`src/design/sflc_pkg.sv`:
```
`timescale 1ns / 1ps
// ----------------------------------------------------------------------------
// sflc_pkg
// Shared types and constants of the sync-framed LED command parser.
// ----------------------------------------------------------------------------
package sflc_pkg;

  // Frame type codes
  localparam logic [7:0] TYPE_SET    = 8'h01;
  localparam logic [7:0] TYPE_GET    = 8'h02;
  localparam logic [7:0] TYPE_STATUS = 8'h03;

  // Reply type codes
  localparam logic [7:0] REPLY_ACK     = 8'h00;
  localparam logic [7:0] REPLY_STATUS  = 8'h03;
  localparam logic [7:0] REPLY_UNKNOWN = 8'hFF;

  // Sync word after reset, first byte on the line in the top byte
  localparam logic [31:0] SYNC_WORD_RESET = 32'hAABBCCDD;

  // Decoded frame handed from the parser to the executor
  typedef struct packed {
    logic [7:0] msg_type;
    logic [7:0] led_index;
    logic [7:0] led_value;
  } frame_t;

  // One finished result beat
  typedef struct packed {
    logic [7:0] msg_type;
    logic [7:0] cmd_led_index;
    logic [7:0] cmd_led_value;
    logic [7:0] reply_type;
    logic [7:0] reply_led_index;
    logic       reply_led_state;
    logic [2:0] led_outputs;
  } result_t;

endpackage

```
`src/design/sync_frame_led_command_parser.sv`:
```
`timescale 1ns / 1ps
// ----------------------------------------------------------------------------
// sync_frame_led_command_parser
// Sync-word framed byte parser that runs LED set/get commands.
// ----------------------------------------------------------------------------
// Takes one received byte per clock cycle. The parser accepts a byte in every
// cycle unless its two-entry frame queue is full; a frame enters that queue
// at the edge that accepts its last byte, and the executor runs one frame per
// cycle into a two-entry result queue unless it is full. With both empty, a
// frame is registered in the frame queue and its result in the result queue,
// whose head drives the result ports until popped. Input backpressure appears
// only when both queues fill because results are not popped. The sync word
// register is written through the cfg channel, which is always ready.
// ----------------------------------------------------------------------------
module sync_frame_led_command_parser
  import sflc_pkg::*;
#(
  parameter int NUM_LEDS = 3
) (
  input  logic        clk_i,
  input  logic        rst_ni,
  input  logic        cfg_valid_i,
  output logic        cfg_ready_o,
  input  logic [31:0] cfg_data_i,
  input  logic        push,
  output logic        full,
  input  logic [7:0]  rx_byte_i,
  input  logic        pop,
  output logic        empty,
  output logic [7:0]  msg_type_o,
  output logic [7:0]  cmd_led_index_o,
  output logic [7:0]  cmd_led_value_o,
  output logic [7:0]  reply_type_o,
  output logic [7:0]  reply_led_index_o,
  output logic        reply_led_state_o,
  output logic [2:0]  led_outputs_o
);

  logic    byte_valid;
  logic    frm_push, frm_full, frm_empty, frm_pop;
  frame_t  frm_in, frm_out;
  logic    res_push, res_full;
  result_t res_in, res_out;

  assign cfg_ready_o = 1'b1;
  assign full        = frm_full;
  assign byte_valid  = push && !frm_full;

  // Parse incoming bytes into frames
  sflc_front u_front (
    .clk_i        (clk_i),
    .rst_ni       (rst_ni),
    .cfg_we_i     (cfg_valid_i),
    .cfg_data_i   (cfg_data_i),
    .byte_valid_i (byte_valid),
    .rx_byte_i    (rx_byte_i),
    .frame_push_o (frm_push),
    .frame_o      (frm_in)
  );

  // Hold decoded frames between parser and executor
  sflc_fifo #(
    .WIDTH ($bits(frame_t)),
    .DEPTH (2)
  ) u_frame_q (
    .clk_i   (clk_i),
    .rst_ni  (rst_ni),
    .push_i  (frm_push),
    .data_i  (frm_in),
    .full_o  (frm_full),
    .pop_i   (frm_pop),
    .data_o  (frm_out),
    .empty_o (frm_empty)
  );

  // Execute commands against the LED bank
  sflc_back #(
    .NUM_LEDS (NUM_LEDS)
  ) u_back (
    .clk_i         (clk_i),
    .rst_ni        (rst_ni),
    .frame_valid_i (!frm_empty),
    .frame_i       (frm_out),
    .frame_pop_o   (frm_pop),
    .res_full_i    (res_full),
    .res_push_o    (res_push),
    .res_o         (res_in)
  );

  // Hold results until popped
  sflc_fifo #(
    .WIDTH ($bits(result_t)),
    .DEPTH (2)
  ) u_result_q (
    .clk_i   (clk_i),
    .rst_ni  (rst_ni),
    .push_i  (res_push),
    .data_i  (res_in),
    .full_o  (res_full),
    .pop_i   (pop),
    .data_o  (res_out),
    .empty_o (empty)
  );

  assign msg_type_o        = res_out.msg_type;
  assign cmd_led_index_o   = res_out.cmd_led_index;
  assign cmd_led_value_o   = res_out.cmd_led_value;
  assign reply_type_o      = res_out.reply_type;
  assign reply_led_index_o = res_out.reply_led_index;
  assign reply_led_state_o = res_out.reply_led_state;
  assign led_outputs_o     = res_out.led_outputs;

endmodule

```
`src/design/sflc_fifo.sv`:
```
`timescale 1ns / 1ps
// ----------------------------------------------------------------------------
// sflc_fifo
// Small register queue with push/full and pop/empty; head is shown directly.
// ----------------------------------------------------------------------------
module sflc_fifo #(
  parameter int WIDTH = 8,
  parameter int DEPTH = 2
) (
  input  logic             clk_i,
  input  logic             rst_ni,
  input  logic             push_i,
  input  logic [WIDTH-1:0] data_i,
  output logic             full_o,
  input  logic             pop_i,
  output logic [WIDTH-1:0] data_o,
  output logic             empty_o
);

  localparam int PtrW = (DEPTH > 1) ? $clog2(DEPTH) : 1;
  localparam int CntW = $clog2(DEPTH + 1);

  logic [WIDTH-1:0] mem_q [DEPTH];
  logic [PtrW-1:0]  wr_ptr_q, wr_ptr_d;
  logic [PtrW-1:0]  rd_ptr_q, rd_ptr_d;
  logic [CntW-1:0]  count_q, count_d;
  logic             do_push, do_pop;

  assign full_o  = (count_q == CntW'(DEPTH));
  assign empty_o = (count_q == '0);
  assign do_push = push_i && !full_o;
  assign do_pop  = pop_i && !empty_o;
  assign data_o  = mem_q[rd_ptr_q];

  // Advance pointers, wrapping at the depth
  always_comb begin
    wr_ptr_d = wr_ptr_q;
    rd_ptr_d = rd_ptr_q;
    count_d  = count_q;
    if (do_push) begin
      wr_ptr_d = (wr_ptr_q == PtrW'(DEPTH - 1)) ? '0 : wr_ptr_q + 1'b1;
    end
    if (do_pop) begin
      rd_ptr_d = (rd_ptr_q == PtrW'(DEPTH - 1)) ? '0 : rd_ptr_q + 1'b1;
    end
    if (do_push && !do_pop) begin
      count_d = count_q + 1'b1;
    end else if (do_pop && !do_push) begin
      count_d = count_q - 1'b1;
    end
  end

  always_ff @(posedge clk_i or negedge rst_ni) begin
    if (!rst_ni) begin
      wr_ptr_q <= '0;
      rd_ptr_q <= '0;
      count_q  <= '0;
    end else begin
      wr_ptr_q <= wr_ptr_d;
      rd_ptr_q <= rd_ptr_d;
      count_q  <= count_d;
    end
  end

  // Store the pushed beat
  always_ff @(posedge clk_i) begin
    if (do_push) begin
      mem_q[wr_ptr_q] <= data_i;
    end
  end

endmodule

```
`src/design/sflc_front.sv`:
```
`timescale 1ns / 1ps
// ----------------------------------------------------------------------------
// sflc_front
// Byte parser: hunts for the sync word, collects type and parameter bytes and
// emits one decoded frame per completed frame.
// ----------------------------------------------------------------------------
module sflc_front
  import sflc_pkg::*;
(
  input  logic        clk_i,
  input  logic        rst_ni,
  input  logic        cfg_we_i,
  input  logic [31:0] cfg_data_i,
  input  logic        byte_valid_i,
  input  logic [7:0]  rx_byte_i,
  output logic        frame_push_o,
  output frame_t      frame_o
);

  typedef enum logic [2:0] {
    PH_HUNT   = 3'b001,
    PH_TYPE   = 3'b010,
    PH_PARAMS = 3'b100
  } phase_e;

  phase_e      phase_q, phase_d;
  logic [31:0] sync_q;
  logic [23:0] win_q, win_d;
  logic [1:0]  fill_q, fill_d;
  logic [7:0]  held_q, held_d;
  logic [1:0]  left_q, left_d;
  logic [15:0] params_q, params_d;
  logic [31:0] cand;
  logic [1:0]  n_type, n_held;
  logic        first;

  // Parameter bytes that follow a given type
  function automatic logic [1:0] param_count(input logic [7:0] t);
    logic [1:0] n;
    n = 2'd0;
    if (t inside {TYPE_SET, TYPE_STATUS}) begin
      n = 2'd2;
    end else if (t == TYPE_GET) begin
      n = 2'd1;
    end
    return n;
  endfunction

  assign cand   = {win_q, rx_byte_i};
  assign n_type = param_count(rx_byte_i);
  assign n_held = param_count(held_q);
  assign first  = (left_q >= n_held) || (left_q == 2'd0);

  // Phase update for one byte beat
  always_comb begin
    phase_d      = phase_q;
    win_d        = win_q;
    fill_d       = fill_q;
    held_d       = held_q;
    left_d       = left_q;
    params_d     = params_q;
    frame_push_o = 1'b0;
    frame_o      = '0;
    if (byte_valid_i) begin
      case (phase_q)
        PH_HUNT: begin
          if (fill_q == 2'd3 && cand == sync_q) begin
            phase_d = PH_TYPE;
            win_d   = '0;
            fill_d  = '0;
          end else begin
            win_d = cand[23:0];
            if (fill_q != 2'd3) begin
              fill_d = fill_q + 2'd1;
            end
          end
        end
        PH_TYPE: begin
          held_d   = rx_byte_i;
          params_d = '0;
          if (n_type == 2'd0) begin
            frame_push_o     = 1'b1;
            frame_o.msg_type = rx_byte_i;
            phase_d          = PH_HUNT;
            left_d           = '0;
            win_d            = '0;
            fill_d           = '0;
          end else begin
            left_d  = n_type;
            phase_d = PH_PARAMS;
          end
        end
        PH_PARAMS: begin
          if (first) begin
            params_d[7:0] = rx_byte_i;
          end else begin
            params_d[15:8] = rx_byte_i;
          end
          if (left_q <= 2'd1 || n_held <= 2'd1) begin
            frame_push_o      = 1'b1;
            frame_o.msg_type  = held_q;
            frame_o.led_index = (n_held >= 2'd1) ? params_d[7:0] : 8'h00;
            frame_o.led_value = (n_held >= 2'd2) ? params_d[15:8] : 8'h00;
            phase_d           = PH_HUNT;
            left_d            = '0;
            win_d             = '0;
            fill_d            = '0;
          end else begin
            left_d = left_q - 2'd1;
          end
        end
        default: begin
          phase_d = PH_HUNT;
          left_d  = '0;
          win_d   = '0;
          fill_d  = '0;
        end
      endcase
    end
  end

  always_ff @(posedge clk_i or negedge rst_ni) begin
    if (!rst_ni) begin
      phase_q  <= PH_HUNT;
      sync_q   <= SYNC_WORD_RESET;
      win_q    <= '0;
      fill_q   <= '0;
      held_q   <= '0;
      left_q   <= '0;
      params_q <= '0;
    end else begin
      phase_q  <= phase_d;
      win_q    <= win_d;
      fill_q   <= fill_d;
      held_q   <= held_d;
      left_q   <= left_d;
      params_q <= params_d;
      if (cfg_we_i) begin
        sync_q <= cfg_data_i;
      end
    end
  end

endmodule

```
`src/design/sflc_back.sv`:
```
`timescale 1ns / 1ps
// ----------------------------------------------------------------------------
// sflc_back
// Command executor: runs one decoded frame per cycle while the result queue
// is not full against the LED bank and builds its reply.
// ----------------------------------------------------------------------------
module sflc_back
  import sflc_pkg::*;
#(
  parameter int NUM_LEDS = 3
) (
  input  logic    clk_i,
  input  logic    rst_ni,
  input  logic    frame_valid_i,
  input  frame_t  frame_i,
  output logic    frame_pop_o,
  input  logic    res_full_i,
  output logic    res_push_o,
  output result_t res_o
);

  localparam int IdxW = (NUM_LEDS > 1) ? $clog2(NUM_LEDS) : 1;

  logic [NUM_LEDS-1:0] bank_q, bank_d;
  logic [7:0]          bank_ext;
  logic                in_range;
  logic [IdxW-1:0]     bit_sel;

  assign frame_pop_o = frame_valid_i && !res_full_i;
  assign res_push_o  = frame_pop_o;
  assign in_range    = (frame_i.led_index < 8'(NUM_LEDS));
  assign bit_sel     = frame_i.led_index[IdxW-1:0];
  assign bank_ext    = 8'(bank_d);

  // Execute the command and build the reply
  always_comb begin
    bank_d                = bank_q;
    res_o                 = '0;
    res_o.msg_type        = frame_i.msg_type;
    res_o.cmd_led_index   = frame_i.led_index;
    res_o.cmd_led_value   = frame_i.led_value;
    res_o.reply_type      = REPLY_UNKNOWN;
    if (frame_i.msg_type == TYPE_SET && in_range) begin
      bank_d[bit_sel]  = (frame_i.led_value != 8'h00);
      res_o.reply_type = REPLY_ACK;
    end else if (frame_i.msg_type == TYPE_GET && in_range) begin
      res_o.reply_type      = REPLY_STATUS;
      res_o.reply_led_index = frame_i.led_index;
      res_o.reply_led_state = bank_q[bit_sel];
    end
    res_o.led_outputs = bank_ext[2:0];
  end

  always_ff @(posedge clk_i or negedge rst_ni) begin
    if (!rst_ni) begin
      bank_q <= '0;
    end else if (frame_pop_o) begin
      bank_q <= bank_d;
    end
  end

endmodule

```
`config.mk`:
```
export PLATFORM = sky130hd
export DESIGN_NAME = sync_frame_led_command_parser
export DESIGN_NICKNAME = d
export VERILOG_FILES = /design/src/design/sflc_pkg.sv /design/src/design/sync_frame_led_command_parser.sv /design/src/design/sflc_fifo.sv /design/src/design/sflc_front.sv /design/src/design/sflc_back.sv
export SDC_FILE = /design/constraint.sdc
export NUM_CORES = 1
export LEC_CHECK = 0
export ABC_AREA = 1
export BUFFER_PORTS_ARGS = -buffer_cell sky130_fd_sc_hd__buf_4
export CAP_MARGIN = 20
export CORE_AREA = 4 4 205 147
export CTS_CLUSTER_DIAMETER = 50
export DETAILED_ROUTE_END_ITERATION = 10
export DIE_AREA = 0 0 209 151
export PLACE_DENSITY = 0.61
export SLEW_MARGIN = 20
export SYNTH_ARGS = -nofsm -noshare
export SYNTH_HDL_FRONTEND = slang
export SYNTH_SLANG_ARGS = --single-unit
```
`constraint.sdc`:
```
create_clock -name clk_i -period 2.5 [get_ports clk_i]
set_input_delay 0.25 -clock clk_i [delete_from_list [all_inputs] [get_ports clk_i]]
set_output_delay 0.25 -clock clk_i [all_outputs]
set_load 0.01 [all_outputs]
```
==> qor.csv <==
metric,value,unit
run_status,"complete, no violations",
rsz0062_at_grt,false,
first_pass_iters,5,
clock_latency,510,ps
synth-seq-area-share,63.5,%
total_power,14.0,mW
r2r_slack,220,ps
dp_cells,1465,
arrival,2700,ps
drt-vias-per-instance,4.51,
numCtsBuffers,25,
synth-seq-cells,222,
p_seq_share,40.9,%
drive_above_1_share,18.0,%
htreeDepth,1,
grt_usage,13.7,%
synth_top_area_share,38.1,%
post-dp-hpwl,15.1,mm
drc_errors,0,
slew_headroom,37.7,%
crit_required,2890,ps
power.switching,4.71,mW
p_comb_share,33.0,%
synth_area_leader_cell,edfxtp_1,
ir_drop,0.000590,V
placementRows,52,
yosysWarnings,0,
dieArea,31600,µm²
regArea,6200,µm²
grt_max_degree,49,
worstReg2RegStart,u_front.held_q[6],
startpoint_type,input pin,
grt_pass1_wl,35.1,mm
drtAntennaViolNets,0,
final.setup.tns,0,ps
reg2reg_depth,9,
syn_inst,1001,
area_delta_synth_final,24.8,%
synth_edf_count,124,
power_density,1150,nW/µm²
fin_ws,193,ps
clock_skew,11.4,ps
cts_tree,built,
cap_viol_max_count,0,
finalMaxSlewViolations,0,
cp-end-kind,flop,
gr-total-overflow,0,
cp-startpoint,rx_byte_i[5],
path_clk_slew,60,ps
stdcell_area,12200,µm²
clock_path_buffers,3,
max_freq,0.433,GHz
cp_max_fo,5,
period_needed,2310,ps
routed_wl,22.2,mm
multiInputGateArea,3050,µm²
port-buffer-count,90,
r2r-end,u_frame_q.mem_q[1][11],
cts.sinks,222,
antenna_cells,0,
finalHoldViolCount,0,
instances_no_fill,1545,
hold_ws,30.6,ps
worst_pin_slew,930,ps
crit_end,u_frame_q.count_q[1],
finalNetCount,1201,
worstHoldPathType,input pin to flop,
final_util,43.0,%
cts-root-buf,clkbuf_16,
syn_area,9770,µm²
vias,6968,
crit_type,input pin to flop,
internal-power,9.26,mW
die_h,151,µm
avgSynthCellArea,9.76,µm²
synth_cell_types,40,
grt_pass1_vias,6648,
dpl_cell_area,11000,µm²
fillers,2752,
core,28400,µm²
pwr-share-clk,26.2,%
synth_top_flop_cell,edfxtp_1,
initial_core_util,34.5,%
drt_iter0_markers,474,
netSwitchingFraction,33.7,%
io_pins,92,
setup-violations-final,0,
wire_per_inst,14.4,µm
synthArstFlopShare,44.1,%
leakage,5.46,nW
post-route-period-util,92.3,%
antenna_found_initial,0,
dp_slack,181,ps
gp_congestion,0.864,
synth_area_leaders,"edfxtp_1 (38%), dfrtp_1 (20%), nand2_1 (15%)",
fp.dieW,209,µm
[area by class of cell]
class	count	share of cell area [%]
clock buffers	32	5.35
flip-flops and latches	222	50.9
inverters	108	3.33
multi-input cells	646	25.0
repair buffers	146	10.2
clock inverters	13	1.37
well taps	378	3.88
[how the worst min path moves through the flow]
stage | from | endpoint | slack (ps) | depth (start not counted)
2_1_floorplan | rst_ni | u_back.bank_q[0] | -50 | 0
3_3_place_gp | rst_ni | u_back.bank_q[0] | 340 | 1
3_5_place_dp | rst_ni | u_back.bank_q[0] | 340 | 1
4_1_cts | rx_byte_i[3] | u_front.win_q[3] | 3 | 3
5_1_grt | rx_byte_i[3] | u_front.win_q[3] | 5 | 3
6_report | rx_byte_i[3] | u_front.win_q[3] | 30 | 3
[metal layers]
| layer | part of all wire (%) | vias to the layer above | routed length (µm) | GRT usage, % |
|---|---|---|---|---|
| met5 | 0 | - | 0 | 0 |
| met4 | 2.0 | 0 | 454 | 3.36 |
| met3 | 6.4 | 38 | 1430 | 2.96 |
| met2 | 44 | 177 | 9740 | 20.9 |
| met1 | 48 | 3273 | 10600 | 20.2 |
| li1 | - | 3480 | - | - |
[cell usage after synthesis, drive strengths merged, types with 7 or more instances]
cell	n
mux2	16
dfrtp	77
nor2	67
inv	107
xor2	8
nand2	384
ha	7
buf	19
dfstp	21
o21ai	77
edfxtp	124
nor3	7
clkbuf	17
nand3	17
o22ai	12
a21oi	14
xnor2	9
[flip-flops by register name (all words and copies together) (netlist names)]
register	flops
u_result_q.rd_ptr_q	1
u_result_q.wr_ptr_q	1
u_frame_q.count_q	2
u_front.phase_q	3
u_back.bank_q	3
u_front.held_q	8
u_result_q.count_q	2
u_result_q.mem_q	76
u_front.sync_q	32
u_front.params_q	16
u_frame_q.rd_ptr_q	1
u_front.left_q	2
u_frame_q.mem_q	48
u_front.win_q	24
u_front.fill_q	2
u_frame_q.wr_ptr_q	1
[cell families (layout without fill, tap and decap cells)]
| family | after synthesis | in the layout | share of synthesized area (%) |
|---|---|---|---|
| AOI/OAI and AO/OA | 105 | 105 | 5.72 |
| xor gates and xnor gates | 17 | 17 | 1.52 |
| adders and majority gates | 7 | 7 | 0.896 |
| buffers and inverters | 144 | 299 | 6.21 |
| DFF | 222 | 222 | 63.5 |
| muxes | 19 | 19 | 2.15 |
| other | 2 | 13 | 0.0768 |
| and+or+nand+nor | 485 | 485 | 20.0 |
[timing repair]
action | in CTS | in global routing
setup buffers | 0 | 1
endpoints found under the setup margin | 0 | 35
resized for setup | 0 | 13
hold buffers | 34 | 0
hold endpoints to repair | 67 | 0
[worst max-delay path, cell delays in order]
cell           delay [ps]
dlygate4sd3_1         560
buf_4                 180
inv_1                 130
nand2_1                80
nor3_2                140
nand2_1               120
nand2_1               120
nor2_2                 60
inv_1                  90
nand2_1                60
nand2_1               150
inv_1                 100
ha_1                  310
a21oi_1               110
o21ai_0               100
xor2_1                150
[power groups by stage]
stage	Combinational, mW	Sequential (mW)	Clock [mW]
detailed placement	4.63	5.77	0
global route	5.19	5.81	3.91
CTS	4.68	5.71	3.74
global placement	4.57	5.73	0
finish	4.61	5.71	3.65
floorplan	2.79	5.68	0
[cell usage in the layout (no fill, tap or decap), types with 4 or more instances in the layout]
cell type,instances
a21oi_1,14
nor3_4,4
o21ai_0,60
nor2_4,4
clkbuf_16,25
o21ai_2,4
xor2_1,8
clkbuf_1,7
edfxtp_1,124
buf_4,106
clkinv_1,4
nand2_1,381
conb_1,13
bufinv_16,4
dlygate4sd3_1,34
dfstp_2,21
inv_1,104
mux2_2,16
clkinv_2,4
nand3_1,16
o21ai_1,13
dfrtp_1,77
o22ai_1,12
buf_12,5
xnor2_1,9
nor2_1,59
ha_1,7
nor2_2,4
Power figures use the tool's default switching activity.
